==> config.mk <==
export PLATFORM = sky130hd
export DESIGN_NAME = touch_debounce_long_press_flat
export DESIGN_NICKNAME = d
export VERILOG_FILES = /design/src/design/tdlp_pkg.sv /design/src/design/tdlp_if.sv /design/src/design/tdlp_cfg_regs.sv /design/src/design/tdlp_core.sv /design/src/design/tdlp_out_reg.sv /design/src/design/touch_debounce_long_press.sv /design/src/flat_wrapper.sv
export VERILOG_INCLUDE_DIRS = /design/src /design/src/design
export SDC_FILE = /design/constraint.sdc
export NUM_CORES = 1
export LEC_CHECK = 0
export ABC_AREA = 1
export BUFFER_PORTS_ARGS = -buffer_cell sky130_fd_sc_hd__buf_2
export CORE_MARGIN = 2
export CORE_UTILIZATION = 40
export DETAILED_ROUTE_END_ITERATION = 16
export PLACE_DENSITY = 0.54
export SYNTH_ARGS = -nofsm -noshare
export SYNTH_HDL_FRONTEND = slang
export SYNTH_SLANG_ARGS = --single-unit
==> constraint.sdc <==
create_clock -name clk -period 12.03 [get_ports clk]
set_input_delay 2.406 -clock clk [delete_from_list [all_inputs] [get_ports clk]]
set_output_delay 2.406 -clock clk [all_outputs]
set_load 0.01 [all_outputs]
==> src/design/touch_debounce_long_press_macros.svh <==
// Assertion macros used by the touch debounce core (tdlp_core).
`ifndef TOUCH_DEBOUNCE_LONG_PRESS_MACROS_SVH
`define TOUCH_DEBOUNCE_LONG_PRESS_MACROS_SVH

// Same-cycle implication, clocked on clk and disabled while rst_n is low.
`define TDLP_ASSERT_NOW(lbl, ante, cons, msg) \
  lbl: assert property (@(posedge clk) disable iff (!rst_n) (ante) |-> (cons)) else $error(msg);

// Next-cycle implication, clocked on clk and disabled while rst_n is low.
`define TDLP_ASSERT_NEXT(lbl, ante, cons, msg) \
  lbl: assert property (@(posedge clk) disable iff (!rst_n) (ante) |=> (cons)) else $error(msg);

`endif

==> src/design/tdlp_pkg.sv <==
// Package with the types, codes and constants of the touch debounce block.
`timescale 1ns / 1ps
package tdlp_pkg;

  localparam int TIME_W = 32;
  localparam int MS_W   = 16;
  localparam int EV_W   = 2;
  localparam int CFG_AW = 2;
  localparam int CFG_DW = 16;

  // Event codes.
  localparam logic [EV_W-1:0] EV_NONE     = 2'd0;
  localparam logic [EV_W-1:0] EV_PRESSED  = 2'd1;
  localparam logic [EV_W-1:0] EV_RELEASED = 2'd2;
  localparam logic [EV_W-1:0] EV_LONG     = 2'd3;

  // Configuration register indexes.
  localparam logic [CFG_AW-1:0] REG_ACTIVE_LOW  = 2'd0;
  localparam logic [CFG_AW-1:0] REG_DEBOUNCE    = 2'd1;
  localparam logic [CFG_AW-1:0] REG_LONG_PRESS  = 2'd2;
  localparam logic [CFG_AW-1:0] REG_LONG_ENABLE = 2'd3;

  // Reset values of the timing registers.
  localparam logic [MS_W-1:0] DEBOUNCE_RST   = 16'd50;
  localparam logic [MS_W-1:0] LONG_PRESS_RST = 16'd1000;

  typedef struct packed {
    logic            active_low;
    logic [MS_W-1:0] debounce_ms;
    logic [MS_W-1:0] long_press_ms;
    logic            long_press_enable;
  } tdlp_cfg_t;

  typedef struct packed {
    logic              raw_level;
    logic [TIME_W-1:0] now_ms;
    logic              clear_counts;
  } tdlp_smp_t;

  typedef struct packed {
    logic [EV_W-1:0]   event_res;
    logic [TIME_W-1:0] duration_ms;
    logic              is_touched;
    logic              long_press_seen;
    logic [TIME_W-1:0] press_total;
    logic [TIME_W-1:0] long_press_total;
  } tdlp_res_t;

endpackage

==> src/design/tdlp_if.sv <==
// Valid/ready channel interfaces for samples and results.
`timescale 1ns / 1ps
interface tdlp_in_if;
  logic                      valid;
  logic                      ready;
  logic                      raw_level;
  logic [tdlp_pkg::TIME_W-1:0] now_ms;
  logic                      clear_counts;

  modport source (output valid, output raw_level, output now_ms, output clear_counts,
                  input ready);
  modport sink (input valid, input raw_level, input now_ms, input clear_counts,
                output ready);
endinterface

interface tdlp_out_if;
  logic                        valid;
  logic                        ready;
  logic [tdlp_pkg::EV_W-1:0]   event_res;
  logic [tdlp_pkg::TIME_W-1:0] duration_ms;
  logic                        is_touched;
  logic                        long_press_seen;
  logic [tdlp_pkg::TIME_W-1:0] press_total;
  logic [tdlp_pkg::TIME_W-1:0] long_press_total;

  modport source (output valid, output event_res, output duration_ms, output is_touched,
                  output long_press_seen, output press_total, output long_press_total,
                  input ready);
  modport sink (input valid, input event_res, input duration_ms, input is_touched,
                input long_press_seen, input press_total, input long_press_total,
                output ready);
endinterface

==> src/design/tdlp_cfg_regs.sv <==
// Configuration register file of the touch debounce block.
`timescale 1ns / 1ps
module tdlp_cfg_regs (
  input  logic                        clk,
  input  logic                        rst_n,
  input  logic                        cfg_we,
  input  logic [tdlp_pkg::CFG_AW-1:0] cfg_addr,
  input  logic [tdlp_pkg::CFG_DW-1:0] cfg_wdata,
  output tdlp_pkg::tdlp_cfg_t         cfg
);

  tdlp_pkg::tdlp_cfg_t cfg_r;
  tdlp_pkg::tdlp_cfg_t cfg_nxt;

  always_comb begin
    cfg_nxt = cfg_r;
    if (cfg_we) begin
      unique case (cfg_addr)
        tdlp_pkg::REG_ACTIVE_LOW:  cfg_nxt.active_low        = cfg_wdata[0];
        tdlp_pkg::REG_DEBOUNCE:    cfg_nxt.debounce_ms       = cfg_wdata;
        tdlp_pkg::REG_LONG_PRESS:  cfg_nxt.long_press_ms     = cfg_wdata;
        tdlp_pkg::REG_LONG_ENABLE: cfg_nxt.long_press_enable = cfg_wdata[0];
        default:                   cfg_nxt = cfg_r;
      endcase
    end
  end

  always_ff @(posedge clk) begin
    if (!rst_n) begin
      cfg_r.active_low        <= 1'b0;
      cfg_r.debounce_ms       <= tdlp_pkg::DEBOUNCE_RST;
      cfg_r.long_press_ms     <= tdlp_pkg::LONG_PRESS_RST;
      cfg_r.long_press_enable <= 1'b1;
    end else begin
      cfg_r <= cfg_nxt;
    end
  end

  assign cfg = cfg_r;

endmodule

==> src/design/tdlp_core.sv <==
// Sample register, debounce state and the per-sample event logic.
`timescale 1ns / 1ps
`include "touch_debounce_long_press_macros.svh"
module tdlp_core (
  input  logic                clk,
  input  logic                rst_n,
  input  tdlp_pkg::tdlp_cfg_t cfg,
  tdlp_in_if.sink             in_bus,
  input  logic                res_take,
  output logic                res_vld,
  output tdlp_pkg::tdlp_res_t res
);

  logic                        in_vld_r;
  tdlp_pkg::tdlp_smp_t         smp_r;
  logic                        adv;

  logic                        last_r, last_nxt;
  logic                        stable_r, stable_nxt;
  logic                        long_done_r, long_done_nxt;
  logic [tdlp_pkg::TIME_W-1:0] chg_time_r, chg_time_nxt;
  logic [tdlp_pkg::TIME_W-1:0] press_time_r, press_time_nxt;
  logic [tdlp_pkg::TIME_W-1:0] press_cnt_r, press_cnt_nxt;
  logic [tdlp_pkg::TIME_W-1:0] long_cnt_r, long_cnt_nxt;

  logic                        level;
  logic                        changed;
  logic [tdlp_pkg::TIME_W-1:0] since;
  logic [tdlp_pkg::TIME_W-1:0] held;
  logic [tdlp_pkg::MS_W-1:0]   lp_ms;
  logic                        accept;
  logic                        press_ev;
  logic                        rel_ev;
  logic                        long_ev;
  logic [tdlp_pkg::TIME_W-1:0] press_base;
  logic [tdlp_pkg::TIME_W-1:0] long_base;

  // The sample register empties whenever the result stage takes its beat.
  assign adv          = in_vld_r & res_take;
  assign in_bus.ready = ~in_vld_r | res_take;
  assign res_vld      = in_vld_r;

  always_comb begin
    level   = smp_r.raw_level ^ cfg.active_low;
    changed = level != last_r;
    // A fresh level restarts the timer, so its stable time is zero.
    since   = changed ? '0 : smp_r.now_ms - chg_time_r;
    held    = smp_r.now_ms - press_time_r;
    lp_ms   = (cfg.long_press_ms == '0) ? tdlp_pkg::MS_W'(1) : cfg.long_press_ms;

    accept   = (since >= {{(tdlp_pkg::TIME_W-tdlp_pkg::MS_W){1'b0}}, cfg.debounce_ms})
               && (level != stable_r);
    press_ev = accept & level;
    rel_ev   = accept & ~level;

    stable_nxt = accept ? level : stable_r;
    // A press restarts the hold time at zero, which never reaches the long-press time.
    long_ev    = stable_nxt & cfg.long_press_enable & ~long_done_r & ~press_ev
                 & (held >= {{(tdlp_pkg::TIME_W-tdlp_pkg::MS_W){1'b0}}, lp_ms});

    last_nxt       = level;
    chg_time_nxt   = changed ? smp_r.now_ms : chg_time_r;
    press_time_nxt = press_ev ? smp_r.now_ms : press_time_r;
    long_done_nxt  = press_ev ? 1'b0 : (long_ev ? 1'b1 : long_done_r);

    press_base    = smp_r.clear_counts ? '0 : press_cnt_r;
    long_base     = smp_r.clear_counts ? '0 : long_cnt_r;
    press_cnt_nxt = press_base + {{(tdlp_pkg::TIME_W-1){1'b0}}, press_ev};
    long_cnt_nxt  = long_base + {{(tdlp_pkg::TIME_W-1){1'b0}}, long_ev};

    if (long_ev) begin
      res.event_res = tdlp_pkg::EV_LONG;
    end else if (press_ev) begin
      res.event_res = tdlp_pkg::EV_PRESSED;
    end else if (rel_ev) begin
      res.event_res = tdlp_pkg::EV_RELEASED;
    end else begin
      res.event_res = tdlp_pkg::EV_NONE;
    end
    res.duration_ms      = (long_ev | rel_ev) ? held : '0;
    res.is_touched       = stable_nxt;
    res.long_press_seen  = long_done_nxt;
    res.press_total      = press_cnt_nxt;
    res.long_press_total = long_cnt_nxt;
  end

  always_ff @(posedge clk) begin
    if (!rst_n) begin
      in_vld_r <= 1'b0;
    end else if (in_bus.ready) begin
      in_vld_r <= in_bus.valid;
    end
  end

  always_ff @(posedge clk) begin
    if (in_bus.valid && in_bus.ready) begin
      smp_r.raw_level    <= in_bus.raw_level;
      smp_r.now_ms       <= in_bus.now_ms;
      smp_r.clear_counts <= in_bus.clear_counts;
    end
  end

  always_ff @(posedge clk) begin
    if (!rst_n) begin
      last_r       <= 1'b0;
      stable_r     <= 1'b0;
      long_done_r  <= 1'b0;
      chg_time_r   <= '0;
      press_time_r <= '0;
      press_cnt_r  <= '0;
      long_cnt_r   <= '0;
    end else if (adv) begin
      last_r       <= last_nxt;
      stable_r     <= stable_nxt;
      long_done_r  <= long_done_nxt;
      chg_time_r   <= chg_time_nxt;
      press_time_r <= press_time_nxt;
      press_cnt_r  <= press_cnt_nxt;
      long_cnt_r   <= long_cnt_nxt;
    end
  end

  `TDLP_ASSERT_NEXT(a_long_sets_done, adv && res.event_res == tdlp_pkg::EV_LONG, long_done_r, "long press event did not mark the touch")
  `TDLP_ASSERT_NEXT(a_press_state, adv && res.event_res == tdlp_pkg::EV_PRESSED, stable_r && !long_done_r, "press event left wrong touch state")
  `TDLP_ASSERT_NEXT(a_release_state, adv && res.event_res == tdlp_pkg::EV_RELEASED, !stable_r, "release event left touch state set")
  `TDLP_ASSERT_NEXT(a_hold_counts, !adv, $stable(press_cnt_r) && $stable(long_cnt_r), "counters moved without a sample")
  `TDLP_ASSERT_NOW(a_dur_zero, res.event_res == tdlp_pkg::EV_NONE || res.event_res == tdlp_pkg::EV_PRESSED, res.duration_ms == '0, "duration set without a hold event")

endmodule

==> src/design/tdlp_out_reg.sv <==
// Result register that drives the output channel.
`timescale 1ns / 1ps
module tdlp_out_reg (
  input  logic                clk,
  input  logic                rst_n,
  input  logic                res_vld,
  input  tdlp_pkg::tdlp_res_t res,
  output logic                res_take,
  tdlp_out_if.source          out_bus
);

  logic                out_vld_r;
  tdlp_pkg::tdlp_res_t res_r;
  logic                load;

  assign res_take = ~out_vld_r | out_bus.ready;
  assign load     = res_vld & res_take;

  always_ff @(posedge clk) begin
    if (!rst_n) begin
      out_vld_r <= 1'b0;
    end else if (res_take) begin
      out_vld_r <= res_vld;
    end
  end

  always_ff @(posedge clk) begin
    if (load) begin
      res_r <= res;
    end
  end

  assign out_bus.valid            = out_vld_r;
  assign out_bus.event_res        = res_r.event_res;
  assign out_bus.duration_ms      = res_r.duration_ms;
  assign out_bus.is_touched       = res_r.is_touched;
  assign out_bus.long_press_seen  = res_r.long_press_seen;
  assign out_bus.press_total      = res_r.press_total;
  assign out_bus.long_press_total = res_r.long_press_total;

endmodule

==> src/design/touch_debounce_long_press.sv <==
// Top level of the touch debounce and long-press detector.
`timescale 1ns / 1ps
// Touch debounce with long-press detection. Each beat on the input channel is
// one pin sample together with the current millisecond time and a flag that
// zeroes the press and long-press counters before the sample is handled. The
// level is inverted when active_low is set, any change restarts the debounce
// timer, and a level that has stayed put for debounce_ms becomes the touch
// state. Every sample yields exactly one result beat: a press, a release with
// its hold time, a single long press once the hold reaches long_press_ms (zero
// counts as one) and long_press_enable is set, or no event, always with the
// touch state and both counters. All time differences wrap modulo 2^32. The
// block takes one sample per clock while out_bus.ready lets results drain. An
// accepted sample is held in the sample register, whose compare-and-subtract
// logic updates the debounce state, and then in the result register. The
// result register frees itself in the same cycle its beat is taken, so a
// stalled output holds at most one pending sample upstream. Configuration
// writes through cfg_we, cfg_addr and cfg_wdata are registered before they
// take effect and are meant to be issued while no sample is in flight.
module touch_debounce_long_press (
  input  logic                        clk,
  input  logic                        rst_n,
  input  logic                        cfg_we,
  input  logic [tdlp_pkg::CFG_AW-1:0] cfg_addr,
  input  logic [tdlp_pkg::CFG_DW-1:0] cfg_wdata,
  tdlp_in_if.sink                     in_bus,
  tdlp_out_if.source                  out_bus
);

  tdlp_pkg::tdlp_cfg_t cfg;
  tdlp_pkg::tdlp_res_t res;
  logic                res_vld;
  logic                res_take;

  tdlp_cfg_regs u_cfg (
    .clk       (clk),
    .rst_n     (rst_n),
    .cfg_we    (cfg_we),
    .cfg_addr  (cfg_addr),
    .cfg_wdata (cfg_wdata),
    .cfg       (cfg)
  );

  // Sample register plus the debounce state machine.
  tdlp_core u_core (
    .clk      (clk),
    .rst_n    (rst_n),
    .cfg      (cfg),
    .in_bus   (in_bus),
    .res_take (res_take),
    .res_vld  (res_vld),
    .res      (res)
  );

  // Result register that parts the two channels.
  tdlp_out_reg u_out (
    .clk      (clk),
    .rst_n    (rst_n),
    .res_vld  (res_vld),
    .res      (res),
    .res_take (res_take),
    .out_bus  (out_bus)
  );

endmodule
==> src/flat_wrapper.sv <==
// flat-port wrapper written by rule: the top's interface ports become plain ports
module touch_debounce_long_press_flat 
  (clk, rst_n, cfg_we, cfg_addr, cfg_wdata, in_bus_valid, in_bus_raw_level, in_bus_now_ms, in_bus_clear_counts, in_bus_ready, out_bus_valid, out_bus_event_res, out_bus_duration_ms, out_bus_is_touched, out_bus_long_press_seen, out_bus_press_total, out_bus_long_press_total, out_bus_ready);
  tdlp_in_if in_bus_i ();
  tdlp_out_if out_bus_i ();
  input  logic clk;
  input  logic rst_n;
  input  logic cfg_we;
  input  logic [tdlp_pkg::CFG_AW-1:0] cfg_addr;
  input  logic [tdlp_pkg::CFG_DW-1:0] cfg_wdata;
  input wire logic [$bits(in_bus_i.valid)-1:0] in_bus_valid;
  input wire logic [$bits(in_bus_i.raw_level)-1:0] in_bus_raw_level;
  input wire logic [$bits(in_bus_i.now_ms)-1:0] in_bus_now_ms;
  input wire logic [$bits(in_bus_i.clear_counts)-1:0] in_bus_clear_counts;
  output wire logic [$bits(in_bus_i.ready)-1:0] in_bus_ready;
  output wire logic [$bits(out_bus_i.valid)-1:0] out_bus_valid;
  output wire logic [$bits(out_bus_i.event_res)-1:0] out_bus_event_res;
  output wire logic [$bits(out_bus_i.duration_ms)-1:0] out_bus_duration_ms;
  output wire logic [$bits(out_bus_i.is_touched)-1:0] out_bus_is_touched;
  output wire logic [$bits(out_bus_i.long_press_seen)-1:0] out_bus_long_press_seen;
  output wire logic [$bits(out_bus_i.press_total)-1:0] out_bus_press_total;
  output wire logic [$bits(out_bus_i.long_press_total)-1:0] out_bus_long_press_total;
  input wire logic [$bits(out_bus_i.ready)-1:0] out_bus_ready;
  assign in_bus_i.valid = in_bus_valid;
  assign in_bus_i.raw_level = in_bus_raw_level;
  assign in_bus_i.now_ms = in_bus_now_ms;
  assign in_bus_i.clear_counts = in_bus_clear_counts;
  assign in_bus_ready = in_bus_i.ready;
  assign out_bus_valid = out_bus_i.valid;
  assign out_bus_event_res = out_bus_i.event_res;
  assign out_bus_duration_ms = out_bus_i.duration_ms;
  assign out_bus_is_touched = out_bus_i.is_touched;
  assign out_bus_long_press_seen = out_bus_i.long_press_seen;
  assign out_bus_press_total = out_bus_i.press_total;
  assign out_bus_long_press_total = out_bus_i.long_press_total;
  assign out_bus_i.ready = out_bus_ready;
  touch_debounce_long_press u_core (.clk(clk), .rst_n(rst_n), .cfg_we(cfg_we), .cfg_addr(cfg_addr), .cfg_wdata(cfg_wdata), .in_bus(in_bus_i), .out_bus(out_bus_i));
endmodule
; Yosys cells after proc, flatten, opt, wreduce, memory -nomap -nowiden
; Cells that the tools add are included.
[totals]
register_bits = 301
inputBits = 57
output_inout_bits = 102
wordCells = 70
[classes]
addsub = 4
magnitude_cmp = 2
n_eq_ne = 5
n_mux = 9
bitwise_logic = 16
n_reduce_logical = 11
[op_table]
columns = cell, count
row1 = 2-to-1 mux 32 bit, 3
row2 = adder 32 x 1 -> 32 bit, 2
row3 = >= comparator 32 x 16 -> 1 bit, 2
row4 = subtractor 32 bit, 2
row5 = logical NOT 16 bit, 1
row6 = 2-to-1 mux 16 bit, 1
row7 = AND reduction 2 bit, 6
row8 = AND 1 bit, 7
row9 = inverter 1 bit, 5
row10 = == test 2 bit (second input constant), 2
row11 = 2-to-1 mux 2 bit, 2
row12 = 2-to-1 mux 1 bit, 3
row13 = bitwise OR 1 bit, 3
row14 = == test 2 x 1 -> 1 bit (second input constant), 1
row15 = logical AND 1 bit, 2
row16 = logical NOT 2 bit, 1
row17 = != test 1 bit, 2
row18 = OR reduction 2 bit, 1
row19 = XOR 1 bit, 1

; Longest topological paths before layout
[logic_depth]
word_depth = 12
mapped_depth = 45
depth_no_buf = 45

; Hierarchy
; From an unflattened synthesis, not the netlist that was laid out.
[hier_totals]
hier_cells = 2639
area_unflattened_um2 = 18741.7
[modules_own_cells]
columns = module, n_inst, cells_each, area_each_um2, seq_area_each_um2
row1 = tdlp_core, 1, 2329, 14302.5, 3663.5
row2 = tdlp_out_reg, 1, 107, 3054.2, 3022.9
row3 = tdlp_cfg_regs, 1, 203, 1385.1, 680.7

; Least setup slack after synthesis
; OpenSTA, ideal clock, no wires.
[synth_path]
path_kind = input -> register
from = input out_bus_ready
to = register u_core.u_core.long_cnt_r[9] (netlist name)
setup_time_ps = 113
arrival_ps = 6498
t_required_ps = 11917
slack_ps = 5420
path_stages = 9
n_path_buf = 3
path_cell_list = inv_1 -> nand2_1 -> nand2_1 -> clkbuf_1 -> inv_1 -> clkbuf_1 -> buf_1 -> o21ai_0 -> a21oi_1
[synth_between]
elab_chain_len = 2
[synth_rtl]
columns = item, line
row1 = from (decl), flat_wrapper.sv:23  ; input wire logic [$bits(out_bus_i.ready)-1:0] out_bus_ready;
row2 = bitwise OR 1 bit, tdlp_out_reg.sv:16  ; assign res_take = ~out_vld_r | out_bus.ready;
row3 = AND 1 bit, tdlp_core.sv:39  ; assign adv = in_vld_r & res_take;
row4 = named net u_core.u_core.adv, tdlp_core.sv:16  ; logic adv;
row5 = to (signal assigned), tdlp_core.sv:119  ; long_cnt_r <= long_cnt_nxt;
row6 = to (decl), tdlp_core.sv:24  ; logic [tdlp_pkg::TIME_W-1:0] long_cnt_r, long_cnt_nxt;
; The timed path passes the listed nets, and every way through them passes these cells.
; A chain may end at the register's enable or synchronous reset.

; Worst setup path after layout
[layout_path]
from = register u_core.u_core.smp_r[2] (netlist name)
to = register u_core.u_core.long_cnt_r[28] (netlist name)
[layout_between]
elab_chain_len = 10
word_cells_on_any_way = 14
cone_classes = 3 x add/sub / 2 x order compare / 2 x mux / 6 x bitwise / 1 x reduce/logical
[layout_rtl]
columns = item, line
row1 = from (decl), tdlp_core.sv:15  ; tdlp_pkg::tdlp_smp_t smp_r;
row2 = subtractor 32 bit, tdlp_core.sv:47  ; since = changed ? '0 : smp_r.now_ms - chg_time_r;
row3 = 2-to-1 mux 32 bit, tdlp_core.sv:47
row4 = >= comparator 32 x 16 -> 1 bit, tdlp_core.sv:51  ; accept = (since >= {{(tdlp_pkg::TIME_W-tdlp_pkg::MS_W){1'b0}}, cfg.debounce_ms})
row5 = logical AND 1 bit, tdlp_core.sv:52  ; && (level != stable_r);
row6 = 2-to-1 mux 1 bit, tdlp_core.sv:56  ; stable_nxt = accept ? level : stable_r;
row7 = AND 1 bit (3 in series), tdlp_core.sv:58  ; long_ev = stable_nxt & cfg.long_press_enable & ~long_done_r & ~press_ev
row8 = AND 1 bit (*), tdlp_core.sv:59  ; & (held >= {{(tdlp_pkg::TIME_W-tdlp_pkg::MS_W){1'b0}}, lp_ms});
row9 = named net u_core.u_core.long_ev, tdlp_core.sv:34  ; logic long_ev;
row10 = adder 32 x 1 -> 32 bit (*), tdlp_core.sv:69  ; long_cnt_nxt = long_base + {{(tdlp_pkg::TIME_W-1){1'b0}}, long_ev};
; Mark *: on every way through the listed nets, which the timed path passes. The rest lies on a longest branch.

==> run_results.csv <==
group,metric,value,unit
run_status,outcome,"finished clean",
grt,grt-ovfl-total,0,
sta,slew_headroom,28.2,%
detailed_routing,top_layer_used,"met4",
final_layout,drive_above_1_share,12.6,%
clock_tree,clock_sinks,301,
worst_setup_path,start_kind,"register",
grt,grt_first_pass_wirelength,78.2,mm
sta,fin_crit_sh,48.1,%
clock_tree,cts_resized,0,
detailed_routing,drcViolationCount,0,
hold_path,holdPathStages,2,
sta,tightest_slew,1.07,ns
clock_tree,htree_num_levels,2,
die,start_util,40.3,%
die,placementRows,77,
detailed_routing,route.met3.wl,1.98,mm
die,die_w,214,µm
sta,slew_violations,0,
synth,syn_area,17700,µm²
die,io_pins,159,
worst_setup_path,cp_slowest_stage_delay,0.51,ns
synth,ys_types,52,
final_layout,design_area,20200,µm²
hold_path,hp-start,"u_core.u_core.chg_time_r[19]",
placement,dp_hpwl,38.5,mm
synth,seq_area_frac_synth,41.6,%
worst_setup_path,r2r_slack,6.24,ns
worst_setup_path,worstPathRequired,12.53,ns
worst_setup_path,arrival,6.28,ns
worst_setup_path,cp_max_fo,6,
detailed_routing,num_vias,15100,
grt,grt_max_degree,94,
worst_setup_path,crit_path_end_kind,"register",
sta,hold_ws,0.456,ns
placement,placed_cell_area,19000,µm²
sta,fmax,173,MHz
grt,antenna_found_initial,5,
clock_tree,insertion_delay,0.55,ns
die,design.core.area,43900,µm²
sta,finClkSkew,0.0184,ns
clock_tree,cts_tree,"built",
synth,ys_warn_count,0,
grt,grt_use_total,21.5,%
final_layout,final_nets,2652,
worst_setup_path,slowest_stage,"edfxtp_1",
clock_tree,clockBufferDepth,3,
placement,gp_congestion,0.931,
worst_setup_path,crit_type,"reg2reg",
pwr,ir_drop,0.0000798,V
synth,netlist_instances,2352,
worst_setup_path,reg2reg_depth,42,
synth,synth.ff_latch_count,301,
run,max_cap_violations,0,
detailed_routing,met2_length,22.5,mm
detailed_routing,vias_per_cell,4.83,
synth,syn_avg_cell_area,7.53,µm²
final_layout,final_core_util,46.0,%
worst_setup_path,critPathBufInv,7,
sta,setup-tns-final,0,ns
detailed_routing,dr.pass1.iters,6,
clock_tree,clock-root-buffer,"clkbuf_16",
die,die-area,46000,µm²
hold_path,holdPathEnd,"u_core.u_core.chg_time_r[19]",
detailed_routing,routed_wl,49.5,mm
pwr,p_per_area,143,nW/µm²
grt,first_global_vias,14300,
detailed_routing,drt-initial-drc-count,806,
detailed_routing,wl_per_cell,15.9,µm
detailed_routing,wl_met1,23.8,mm
placement,portBuffers,158,
pwr,p_leak,9.41,nW
clock_tree,hold_buffers,0,
clock_tree,post-cts-setup-buffers,0,
sta,hold_viol,0,
synth,synth_nets,2509,
detailed_routing,ant_nets,0,
final_layout,area_growth,14.1,%
worst_setup_path,path_common_cell,"nand2_1",
sta,fin_crit,5.79,ns
sta,finalSetupViolCount,0,
worst_setup_path,cp_top_family,"simple AND/OR/NAND/NOR gates",
worst_setup_path,timing.rr.start,"u_core.u_core.smp_r[2]",
die,die_h,214,µm
sta,rsz0062_at_grt,"no",
clock_tree,clkTransAtPathRegs,0.06,ns
worst_setup_path,worstReg2RegEnd,"u_core.u_core.long_cnt_r[28]",
clock_tree,cts_buffers,36,
hold_path,hold_path_class,"reg2reg",
## placed cells by master, fill, tap and decap left out, types with 5 or more instances in the layout
| cell | count |
|---|---|
| a21oi_2 | 12 |
| ha_1 | 98 |
| nand2_2 | 13 |
| a21oi_1 | 226 |
| nor2_2 | 11 |
| nor4_1 | 14 |
| o21bai_1 | 8 |
| edfxtp_1 | 134 |
| xor2_1 | 59 |
| clkinv_2 | 10 |
| nand3_2 | 7 |
| o21ai_0 | 162 |
| clkinv_1 | 5 |
| xnor2_1 | 17 |
| nor2_1 | 239 |
| nand3_1 | 85 |
| clkbuf_16 | 38 |
| inv_1 | 439 |
| nand2_1 | 439 |
| buf_2 | 158 |
| o211ai_1 | 10 |
| dfxtp_1 | 167 |
| o21ai_1 | 23 |
| inv_2 | 19 |
| nand4_1 | 29 |
| nor3_1 | 18 |
| nor2_4 | 11 |
| buf_4 | 8 |
## worst max path at each step
stage	slack (ns)	endpoint	cells after the start	start
after floorplan	5.42	u_core.u_core.long_cnt_r[9]	9	out_bus_ready
after global placement	6.35	u_core.u_core.long_cnt_r[28]	42	u_core.u_core.smp_r[2]
after detailed placement	6.28	u_core.u_core.long_cnt_r[28]	42	u_core.u_core.smp_r[2]
after CTS	6.23	u_core.u_core.long_cnt_r[28]	42	u_core.u_core.smp_r[2]
after global routing	5.61	u_core.u_core.long_cnt_r[28]	42	u_core.u_core.smp_r[2]
final	6.24	u_core.u_core.long_cnt_r[28]	42	u_core.u_core.smp_r[2]
## cells in the mapped netlist (all sizes together)
master | n | area (µm²)
a211oi | 3 | 22.5
a21boi | 2 | 15.0
a21o | 4 | 30.0
a21oi | 238 | 1240
a221oi | 1 | 8.76
a31oi | 4 | 25.0
a41o | 1 | 10.0
and2 | 5 | 32.5
buf | 19 | 135
clkbuf | 42 | 158
clkinv | 3 | 11.3
dfxtp | 167 | 3340
edfxtp | 134 | 4020
fa | 2 | 40.0
ha | 98 | 1230
inv | 460 | 1730
nand2 | 453 | 1730
nand3 | 92 | 495
nand3b | 5 | 41.3
nand4 | 33 | 249
nor2 | 261 | 1090
nor3 | 24 | 169
nor4 | 16 | 121
o211ai | 10 | 75.1
o21a | 2 | 15.0
o21ai | 185 | 926
o21bai | 9 | 71.3
or2 | 3 | 18.8
xnor2 | 17 | 149
xor2 | 59 | 517
## sequential cells by signal, summed over array words and instances (netlist names)
| register | cells |
|---|---|
| u_core.u_core.long_cnt_r | 32 |
| u_core.u_out.out_bus.event_res | 2 |
| u_core.u_core.press_time_r | 32 |
| u_core.u_out.out_bus.duration_ms | 32 |
| u_core.u_core.last_r | 1 |
| u_core.u_core.res_vld | 1 |
| u_core.u_out.out_bus.long_press_total | 32 |
| u_core.u_core.chg_time_r | 32 |
| u_core.u_cfg.cfg | 34 |
| u_core.u_core.long_done_r | 1 |
| u_core.u_core.press_cnt_r | 32 |
| u_core.u_out.out_bus.press_total | 32 |
| u_core.u_out.out_bus.is_touched | 1 |
| u_core.u_core.stable_r | 1 |
| u_core.u_out.out_bus.valid | 1 |
| u_core.u_core.smp_r | 34 |
| u_core.u_out.out_bus.long_press_seen | 1 |
## routing by layer
layer,up-vias,track usage (%)
li1,7855,-
met1,6885,29.8
met2,272,34.5
met3,58,3.09
met4,0,6.64
met5,-,0
## kinds of logic after synthesis
logic type,Yosys count,share of synthesized area (%)
adders and majority gates,100,7.15
and+or+nand+nor,892,22.3
DFF,301,41.6
AOI/OAI and AO/OA,459,13.7
xor gates and xnor gates,76,3.76
buffers and inverters,524,11.5
## power by group
group	internal [W]	leakage [nW]	switching, W
clock network	0.000646	0.588	0.000441
logic	0.000206	6.16	0.000424
registers	0.00114	2.66	0.0000299
## metrics by stage
step / std cells / power, W / setup slack [ns]
after floorplan: 2352 / 0.00164 / 5.42
after global placement: 3049 / 0.00181 / 6.35
after detailed placement: 3049 / 0.00182 / 6.28
after CTS: 3114 / 0.00292 / 6.23
after global routing: 3118 / 0.00306 / 5.61
final: 3118 / 0.00289 / 6.24
## cell type report
type                       instances  area (µm²)
clock inverter                    19         164
fill                            4593       23700
antenna                            4        10.0
sequential                       301        7370
timing repair buffer             166         851
clock buffer                      46        1020
inverter                         463        1750
tap                              592         741
multi-input combinational       1527        8320
## tightest hold or removal path, cell delays in order, from the launching register on
cell and delay [ns]:
dfxtp_1 0.29, inv_1 0.06, a21oi_1 0.06
Power figures use the tool's default switching activity.
